### src/bsc_pkg.sv
// Shared types, constants and the gray conversion for the bright spot centroid block.
package bsc_pkg;

  // Default size limits of the frame
  localparam int MAX_WIDTH_DEF  = 4096;
  localparam int MAX_HEIGHT_DEF = 4096;

  // Field and accumulator widths
  localparam int CFG_W   = 13;
  localparam int THR_W   = 8;
  localparam int OUT_W   = 12;
  localparam int COUNT_W = 25;
  localparam int SUM_W   = 36;

  // Configuration register indexes
  localparam int CFG_IDX_W = 1;
  localparam logic [CFG_IDX_W-1:0] REG_FRAME_WIDTH      = 1'd0;
  localparam logic [CFG_IDX_W-1:0] REG_BRIGHT_THRESHOLD = 1'd1;

  // Reset values of the configuration registers
  localparam logic [CFG_W-1:0] FRAME_WIDTH_RST      = 13'd640;
  localparam logic [THR_W-1:0] BRIGHT_THRESHOLD_RST = 8'd252;

  // Divider: one quotient bit per cycle over the full sum width
  localparam int DIV_STEPS = SUM_W;
  localparam int STEP_W    = $clog2(DIV_STEPS);

  // Gray weights, Q14
  localparam int GRAY_W = 22;
  localparam logic [GRAY_W-1:0] GRAY_WB  = 22'd1868;
  localparam logic [GRAY_W-1:0] GRAY_WG  = 22'd9617;
  localparam logic [GRAY_W-1:0] GRAY_WR  = 22'd4899;
  localparam logic [GRAY_W-1:0] GRAY_RND = 22'd8192;

  typedef struct packed {
    logic [7:0] blue;
    logic [7:0] green;
    logic [7:0] red;
    logic       end_of_frame;
  } pix_t;

  typedef struct packed {
    logic [OUT_W-1:0]   centroid_x;
    logic [OUT_W-1:0]   centroid_y;
    logic [OUT_W-1:0]   center_x;
    logic [OUT_W-1:0]   center_y;
    logic [COUNT_W-1:0] bright_count;
    logic               no_bright;
  } res_t;

  // Commands from the controller to the datapath
  typedef struct packed {
    logic accept;
    logic load;
    logic step;
    logic emit;
  } bsc_cmd_t;

  // Rounded weighted sum of the three channels
  function automatic logic [7:0] gray_level(input logic [7:0] b, input logic [7:0] g,
                                            input logic [7:0] r);
    logic [GRAY_W-1:0] acc;
    acc = GRAY_W'(b) * GRAY_WB + GRAY_W'(g) * GRAY_WG + GRAY_W'(r) * GRAY_WR + GRAY_RND;
    return acc[GRAY_W-1:14];
  endfunction

endpackage

### src/bsc_ctrl.sv
// Controller: sequences pixel intake, the end-of-frame divide and the result register.
module bsc_ctrl
  import bsc_pkg::*;
(
  input  logic      clk,
  input  logic      rst,
  input  logic      pix_valid,
  input  logic      pix_eof,
  output logic      pix_stall,
  output logic      res_valid,
  input  logic      res_stall,
  output bsc_cmd_t  cmd
);

  localparam logic [1:0] ST_ACCUM = 2'd0;
  localparam logic [1:0] ST_LOAD  = 2'd1;
  localparam logic [1:0] ST_DIV   = 2'd2;
  localparam logic [1:0] ST_DONE  = 2'd3;

  localparam logic [STEP_W-1:0] LastStep = STEP_W'(DIV_STEPS - 1);

  logic [1:0]        state, state_next;
  logic [STEP_W-1:0] step_cnt, step_cnt_next;
  logic              res_valid_next;

  // Pixels are taken only while accumulating
  assign pix_stall  = (state != ST_ACCUM);
  assign cmd.accept = pix_valid && (state == ST_ACCUM);
  assign cmd.load   = (state == ST_LOAD);
  assign cmd.step   = (state == ST_DIV);
  assign cmd.emit   = (state == ST_DONE) && (!res_valid || !res_stall);

  // Next state
  always_comb begin
    state_next    = state;
    step_cnt_next = step_cnt;
    case (state)
      ST_ACCUM: begin
        if (cmd.accept && pix_eof) state_next = ST_LOAD;
      end
      ST_LOAD: begin
        step_cnt_next = '0;
        state_next    = ST_DIV;
      end
      ST_DIV: begin
        if (step_cnt == LastStep) begin
          state_next = ST_DONE;
        end else begin
          step_cnt_next = step_cnt + STEP_W'(1);
        end
      end
      ST_DONE: begin
        if (cmd.emit) state_next = ST_ACCUM;
      end
      default: state_next = ST_ACCUM;
    endcase
  end

  // Result register occupancy
  always_comb begin
    if (cmd.emit) begin
      res_valid_next = 1'b1;
    end else if (res_stall) begin
      res_valid_next = res_valid;
    end else begin
      res_valid_next = 1'b0;
    end
  end

  always_ff @(posedge clk) begin
    if (rst) begin
      state     <= ST_ACCUM;
      step_cnt  <= '0;
      res_valid <= 1'b0;
    end else begin
      state     <= state_next;
      step_cnt  <= step_cnt_next;
      res_valid <= res_valid_next;
    end
  end

  // The last pixel of a frame always starts a divide
  a_eof_loads: assert property (@(posedge clk) disable iff (rst)
    cmd.accept && pix_eof |=> state == ST_LOAD)
    else $error("end of frame did not start the divide");

  // The step counter stays inside the divide length
  a_step_range: assert property (@(posedge clk) disable iff (rst)
    state == ST_DIV |-> step_cnt <= LastStep)
    else $error("divide step counter out of range");

  // A finished divide hands off as soon as the result register frees up
  a_done_leaves: assert property (@(posedge clk) disable iff (rst)
    state == ST_DONE && !res_stall |=> state == ST_ACCUM && res_valid)
    else $error("result not loaded when output was free");

endmodule

### src/bsc_datapath.sv
// Datapath: gray threshold, position tracking, saturating sums, serial divider, result register.
module bsc_datapath
  import bsc_pkg::*;
#(
  parameter int MAX_WIDTH  = MAX_WIDTH_DEF,
  parameter int MAX_HEIGHT = MAX_HEIGHT_DEF
) (
  input  logic                 clk,
  input  logic                 rst,
  input  pix_t                 pix,
  input  bsc_cmd_t             cmd,
  input  logic                 cfg_write_en,
  input  logic [CFG_IDX_W-1:0] cfg_index,
  input  logic [CFG_W-1:0]     cfg_data,
  output res_t                 res
);

  localparam int CW = $clog2(MAX_WIDTH);
  localparam int RW = $clog2(MAX_HEIGHT);
  localparam int EW = $clog2(MAX_WIDTH + 1);
  localparam logic [CFG_W:0] MaxW = (CFG_W + 1)'(MAX_WIDTH);
  localparam logic [RW:0]    MaxH = (RW + 1)'(MAX_HEIGHT);

  // Configuration registers
  logic [CFG_W-1:0] frame_width;
  logic [THR_W-1:0] bright_threshold;

  always_ff @(posedge clk) begin
    if (rst) begin
      frame_width      <= FRAME_WIDTH_RST;
      bright_threshold <= BRIGHT_THRESHOLD_RST;
    end else if (cfg_write_en) begin
      case (cfg_index)
        REG_FRAME_WIDTH:      frame_width      <= cfg_data;
        REG_BRIGHT_THRESHOLD: bright_threshold <= cfg_data[THR_W-1:0];
        default: ;
      endcase
    end
  end

  // Width clamped to 1..MAX_WIDTH
  logic [EW-1:0] eff_w;
  always_comb begin
    if (frame_width == '0) begin
      eff_w = EW'(1);
    end else if ({1'b0, frame_width} > MaxW) begin
      eff_w = EW'(MaxW);
    end else begin
      eff_w = EW'(frame_width);
    end
  end

  // Raster position of the next pixel
  logic [CW-1:0] column_pos;
  logic [RW-1:0] row_pos;
  logic          col_wrap;
  logic          row_room;

  assign col_wrap = (15'(column_pos) + 15'd1) >= 15'(eff_w);
  assign row_room = ((RW + 1)'(row_pos) + (RW + 1)'(1)) < MaxH;

  always_ff @(posedge clk) begin
    if (rst) begin
      column_pos <= '0;
      row_pos    <= '0;
    end else if (cmd.accept) begin
      if (pix.end_of_frame) begin
        column_pos <= '0;
        row_pos    <= '0;
      end else if (col_wrap) begin
        column_pos <= '0;
        if (row_room) row_pos <= row_pos + RW'(1);
      end else begin
        column_pos <= column_pos + CW'(1);
      end
    end
  end

  // Stage 1: threshold decision with the pixel's position
  logic          s1_valid;
  logic          s1_bright;
  logic [CW-1:0] s1_col;
  logic [RW-1:0] s1_row;

  always_ff @(posedge clk) begin
    if (rst) begin
      s1_valid <= 1'b0;
    end else begin
      s1_valid <= cmd.accept;
    end
  end

  always_ff @(posedge clk) begin
    if (cmd.accept) begin
      s1_bright <= gray_level(pix.blue, pix.green, pix.red) > bright_threshold;
      s1_col    <= column_pos;
      s1_row    <= row_pos;
    end
  end

  // Stage 2: saturating accumulators
  logic [COUNT_W-1:0] pixel_total, pixel_total_next;
  logic [SUM_W-1:0]   x_sum, x_sum_next;
  logic [SUM_W-1:0]   y_sum, y_sum_next;
  logic [COUNT_W:0]   cnt_add;
  logic [SUM_W:0]     x_add, y_add;

  always_comb begin
    cnt_add = (COUNT_W + 1)'(pixel_total) + (COUNT_W + 1)'(1);
    x_add   = (SUM_W + 1)'(x_sum) + (SUM_W + 1)'(s1_col);
    y_add   = (SUM_W + 1)'(y_sum) + (SUM_W + 1)'(s1_row);
    pixel_total_next = pixel_total;
    x_sum_next       = x_sum;
    y_sum_next       = y_sum;
    if (s1_valid && s1_bright) begin
      pixel_total_next = cnt_add[COUNT_W] ? '1 : cnt_add[COUNT_W-1:0];
      x_sum_next       = x_add[SUM_W] ? '1 : x_add[SUM_W-1:0];
      y_sum_next       = y_add[SUM_W] ? '1 : y_add[SUM_W-1:0];
    end
  end

  always_ff @(posedge clk) begin
    if (rst || cmd.load) begin
      pixel_total <= '0;
      x_sum       <= '0;
      y_sum       <= '0;
    end else begin
      pixel_total <= pixel_total_next;
      x_sum       <= x_sum_next;
      y_sum       <= y_sum_next;
    end
  end

  // Restoring dividers, x and y side by side, one quotient bit per step
  logic [SUM_W-1:0]   xq, yq;
  logic [COUNT_W-1:0] xr, yr;
  logic [COUNT_W-1:0] divisor;
  logic               empty;
  logic [OUT_W-1:0]   ctr_x, ctr_y;
  logic [COUNT_W:0]   x_sh, y_sh;
  logic               x_ge, y_ge;
  logic [COUNT_W:0]   x_diff, y_diff;
  logic [RW:0]        rows;

  assign rows   = (RW + 1)'(s1_row) + (RW + 1)'(1);
  assign x_sh   = {xr, xq[SUM_W-1]};
  assign y_sh   = {yr, yq[SUM_W-1]};
  assign x_ge   = x_sh >= {1'b0, divisor};
  assign y_ge   = y_sh >= {1'b0, divisor};
  assign x_diff = x_sh - {1'b0, divisor};
  assign y_diff = y_sh - {1'b0, divisor};

  always_ff @(posedge clk) begin
    if (cmd.load) begin
      xq      <= x_sum_next;
      yq      <= y_sum_next;
      xr      <= '0;
      yr      <= '0;
      divisor <= pixel_total_next;
      empty   <= (pixel_total_next == '0);
      ctr_x   <= OUT_W'(eff_w >> 1);
      ctr_y   <= OUT_W'(rows >> 1);
    end else if (cmd.step) begin
      xq <= {xq[SUM_W-2:0], x_ge};
      yq <= {yq[SUM_W-2:0], y_ge};
      xr <= x_ge ? x_diff[COUNT_W-1:0] : x_sh[COUNT_W-1:0];
      yr <= y_ge ? y_diff[COUNT_W-1:0] : y_sh[COUNT_W-1:0];
    end
  end

  // Result register; quotients clamp to the 12-bit range
  always_ff @(posedge clk) begin
    if (cmd.emit) begin
      if (empty) begin
        res.centroid_x <= '0;
        res.centroid_y <= '0;
      end else begin
        res.centroid_x <= (xq[SUM_W-1:OUT_W] != '0) ? '1 : xq[OUT_W-1:0];
        res.centroid_y <= (yq[SUM_W-1:OUT_W] != '0) ? '1 : yq[OUT_W-1:0];
      end
      res.center_x     <= ctr_x;
      res.center_y     <= ctr_y;
      res.bright_count <= divisor;
      res.no_bright    <= empty;
    end
  end

endmodule

### src/bright_spot_centroid_core.sv
// Top level of the bright spot centroid block: controller plus datapath.
//
// Pixels come in on the pix channel in raster order, one item per cycle
// while the block is accumulating; the item flagged end_of_frame closes
// the frame. Each pixel is reduced to gray and counted when its level is
// above the threshold register; bright pixels add their column and row to
// saturating sums. After the closing pixel the block stalls pix, divides
// both sums by the count with a serial divider that settles one quotient
// bit per cycle, and loads one result item into the res output register.
// From the closing pixel the block passes a load state, in which the last
// sum update lands, the divide steps and a done state that loads the res
// register; pix is stalled through all of them, and longer while a full
// res register is stalled. Pixels inside a frame sustain one item per cycle.
// The result waits in its register while res_stall is high; the next frame
// can stream in meanwhile, and a later result waits in the done state for that register.
// Reset returns frame_width to 640, bright_threshold to 252 and clears the
// position and sums; the cfg port writes a register by index.
module bright_spot_centroid_core
  import bsc_pkg::*;
#(
  parameter int MAX_WIDTH  = MAX_WIDTH_DEF,
  parameter int MAX_HEIGHT = MAX_HEIGHT_DEF
) (
  input  logic                 clk,
  input  logic                 rst,
  input  logic                 pix_valid,
  output logic                 pix_stall,
  input  pix_t                 pix,
  output logic                 res_valid,
  input  logic                 res_stall,
  output res_t                 res,
  input  logic                 cfg_write_en,
  input  logic [CFG_IDX_W-1:0] cfg_index,
  input  logic [CFG_W-1:0]     cfg_data
);

  bsc_cmd_t cmd;

  bsc_ctrl u_ctrl (
    .clk       (clk),
    .rst       (rst),
    .pix_valid (pix_valid),
    .pix_eof   (pix.end_of_frame),
    .pix_stall (pix_stall),
    .res_valid (res_valid),
    .res_stall (res_stall),
    .cmd       (cmd)
  );

  bsc_datapath #(
    .MAX_WIDTH  (MAX_WIDTH),
    .MAX_HEIGHT (MAX_HEIGHT)
  ) u_datapath (
    .clk          (clk),
    .rst          (rst),
    .pix          (pix),
    .cmd          (cmd),
    .cfg_write_en (cfg_write_en),
    .cfg_index    (cfg_index),
    .cfg_data     (cfg_data),
    .res          (res)
  );

endmodule
### config.mk
export PLATFORM = sky130hd
export DESIGN_NAME = bright_spot_centroid_core
export DESIGN_NICKNAME = d
export VERILOG_FILES = /design/src/bsc_pkg.sv /design/src/bsc_ctrl.sv /design/src/bsc_datapath.sv /design/src/bright_spot_centroid_core.sv
export SDC_FILE = /design/constraint.sdc
export NUM_CORES = 1
export LEC_CHECK = 0
export ABC_AREA = 1
export BUFFER_PORTS_ARGS = -buffer_cell sky130_fd_sc_hd__buf_2
export CAP_MARGIN = 20
export CORE_MARGIN = 4
export CORE_UTILIZATION = 60
export CTS_CLUSTER_DIAMETER = 30
export DETAILED_ROUTE_END_ITERATION = 6
export PLACE_DENSITY_LB_ADDON = 0.08
export SKIP_LAST_GASP = 1
export SLEW_MARGIN = 20
export SYNTH_ARGS = -nofsm -noshare
export SYNTH_HDL_FRONTEND = slang
export SYNTH_SLANG_ARGS = --single-unit
### constraint.sdc
create_clock -name clk -period 20.9 [get_ports clk]
set_input_delay 3.135 -clock clk [delete_from_list [all_inputs] [get_ports clk]]
set_output_delay 3.135 -clock clk [all_outputs]
set_load 0.05 [all_outputs]
==> impl_metrics.env <==
export IMPL_postCtsHoldBufs=0
export IMPL_wl_per_cell_um=15.5
export IMPL_synth_top_area_cell="edfxtp_1"
export IMPL_r2r_cells=10
export IMPL_hpwl_um=56100
export IMPL_intPower_mw=3.07
export IMPL_run_status="complete, no violations"
export IMPL_crit_top_cell="inv_1"
export IMPL_cp_data_required_time_ns=21.38
export IMPL_grt_overflow_total=0
export IMPL_fin_crit_sh=0.484
export IMPL_chipHeight_um=233
export IMPL_cp_end_kind="flip-flop"
export IMPL_grt_max_degree=81
export IMPL_synthCells=4001
export IMPL_gp_congestion=0.933
export IMPL_crit_fanout=5
export IMPL_ir_drop_uv=246
export IMPL_grt_pass1_vias=24500
export IMPL_drtPass1Iterations=6
export IMPL_synth_top_area_frac=0.218
export IMPL_async_flop_share=0
export IMPL_cts_buffers=89
export IMPL_ys_ff_latch=423
export IMPL_boundaryPins=120
export IMPL_leakagePower_nw=16.9
export IMPL_cts_root_buf="clkbuf_16"
export IMPL_dieArea_um2=54300
export IMPL_die_w_um=233
export IMPL_cellPowerDensity_nw_per_um2=157
export IMPL_syn_nets=4383
export IMPL_skew_ns=0.0347
export IMPL_worstMarginPinSlew_ns=1.04
export IMPL_holdPathStages=0
export IMPL_combPwrFrac=0.510
export IMPL_drv_slew=0
export IMPL_setup_violations_final=0
export IMPL_finalCriticalPeriod_ns=10.13
export IMPL_critPathSlowestCell="fa_1"
export IMPL_fill_cells=4283
export IMPL_portBuffers=119
export IMPL_synth_area_leaders="edfxtp_1 (22%), nand2_1 (13%), dfxtp_1 (13%)"
export IMPL_clkSinkCount=423
export IMPL_finalHoldViolCount=0
export IMPL_vias=25700
export IMPL_drtIter0Drc=1887
export IMPL_synthDistinctLibCells=61
export IMPL_maxCapViolCount=0
export IMPL_p_sw_frac=0.435
export IMPL_slew_headroom=0.305
export IMPL_core_um2=50100
export IMPL_tritoncts="built"
export IMPL_cpPeakStageDelay_ns=0.55
export IMPL_grt_use_total=0.280
export IMPL_vias_per_cell=5.27
export IMPL_rows=82
export IMPL_path_clk_slew_ns=0.05
export IMPL_clk_latency_ns=0.65
export IMPL_ant_nets=0
export IMPL_fmax_mhz=98.8
export IMPL_cts_resized=0
export IMPL_yosys_warnings=0
export IMPL_clock_power_share=0.267
export IMPL_post_route_util=0.691
export IMPL_synth_seq_area_share=0.351
export IMPL_pre_cts_ws_ns=10.16
export IMPL_fin_setup_tns_ns=0
export IMPL_synth_edf_count=221
export IMPL_final_nets=4510
export IMPL_clk_path_buf_depth=3
export IMPL_layout_drive_gt1_share=0.100
export IMPL_initial_core_util=0.607
export IMPL_cp_start_kind="primary input"
export IMPL_seqPwrFrac=0.223
export IMPL_switchingPower_mw=2.36
export IMPL_hp_class="reg2reg"
export IMPL_synthTopCellsByCount="nand2_1 (1087), inv_1 (778), nor2_1 (274)"
export IMPL_netlist_area_um2=30400
export IMPL_drcViolationCount=0
export IMPL_path_class="in2reg"
export IMPL_antenna_cells=0
export IMPL_arrival_ns=10.60
export IMPL_synth_ff_type="edfxtp_1"
export IMPL_setup_ws_ns=10.77
export IMPL_rsz0062_at_grt="false"
export IMPL_area_growth_pct=13.9
export IMPL_synth_most_common_cell="nand2_1"
export IMPL_wl_um=75600
export IMPL_cts_setup_buffers=0
export IMPL_grt_pass1_wl_um=124000
export IMPL_htreeDepth=3
export IMPL_syn_area_per_cell_um2=7.60
export IMPL_antenna_found_initial=0
-- worst max-delay path: cells and delay by family --
family                     cells  cell delay (ns)
xor gates and xnor gates       1             0.17
AOI/OAI and AO/OA              7             1.20
adders and majority gates     12             4.94
and+or+nand+nor                7             0.63
buffers and inverters          8             0.50
-- stage by stage --
stage	cell area [um^2]	power [mW]	cells	hold WS, ns
global route	34600	5.94	4877	0.422
global placement	31400	3.92	4709	0.403
CTS	34600	5.45	4877	0.415
floorplan	30400	3.36	4001	0.400
finish	34600	5.43	4877	0.414
detailed placement	31400	3.97	4709	0.405
-- layout make-up --
cell class,instances,area (um^2),share of cell area
multi-input combinational,2695,16300,0.471
inverter,789,2970,0.0857
clock inverter,68,855,0.0247
clock buffer,100,2310,0.0667
timing repair buffer,130,678,0.0196
sequential,423,10700,0.309
tap,672,841,0.0243
-- layer usage --
| metal | vias to the layer above | GRT usage | wire length, um |
|---|---|---|---|
| met5 | - | 0 | 0 |
| met4 | 0 | 0.0827 | 1830 |
| met3 | 108 | 0.0593 | 5360 |
| met2 | 703 | 0.438 | 33800 |
| met1 | 11900 | 0.393 | 34600 |
| li1 | 13000 | - | - |
-- sequential cells by signal, indices dropped and copies added (netlist names), 13 cells and up --
register and cells:
u_datapath.frame_width 13, u_datapath.pixel_total 25, u_datapath.divisor 25, u_datapath.xr 25, u_datapath.xq 36, u_datapath.yq 36
u_datapath.yr 25, u_datapath.y_sum 36, u_datapath.x_sum 36, u_datapath.res 74
-- layout by cell type (no fill, tap or decap), types with 109 or more instances in the layout --
cell type  count
a21oi_1      182
nand3_1      215
nand4_1      109
nand2_1     1087
nor2_1       272
edfxtp_1     221
ha_1         244
inv_1        777
dfxtp_1      202
buf_2        119
-- cell families after synthesis --
| logic type | Yosys count | share of synthesized area |
|---|---|---|
| AND/OR/NAND/NOR | 1877 | 0.272 |
| XOR/XNOR | 98 | 0.0282 |
| buffers and inverters | 883 | 0.114 |
| adder cells (fa/ha/maj) | 338 | 0.162 |
| AO/OA/AOI/OAI | 381 | 0.0717 |
| multiplexers | 1 | 0.000329 |
| flip-flops | 423 | 0.351 |
-- worst paths after layout --
| check | from | endpoint | slack, ns |
|---|---|---|---|
| worst max-delay path | pix[19] | u_datapath.s1_bright | 10.77 |
| worst min-delay path | u_datapath.ctr_x[9] | u_datapath.res[47] | 0.41 |
| worst max register to register | u_ctrl.state[0] | u_ctrl.state[1] | 17.54 |
| worst min register to register | u_datapath.ctr_x[9] | u_datapath.res[47] | 0.41 |
-- power groups by stage --
stage	Clock [mW]	Sequential, mW	Combinational (mW)
global placement	0	1.22	2.71
CTS	1.47	1.21	2.78
floorplan	0	1.22	2.14
finish	1.45	1.21	2.77
global route	1.51	1.23	3.20
detailed placement	0	1.22	2.75
Power figures use the tool's default switching activity.
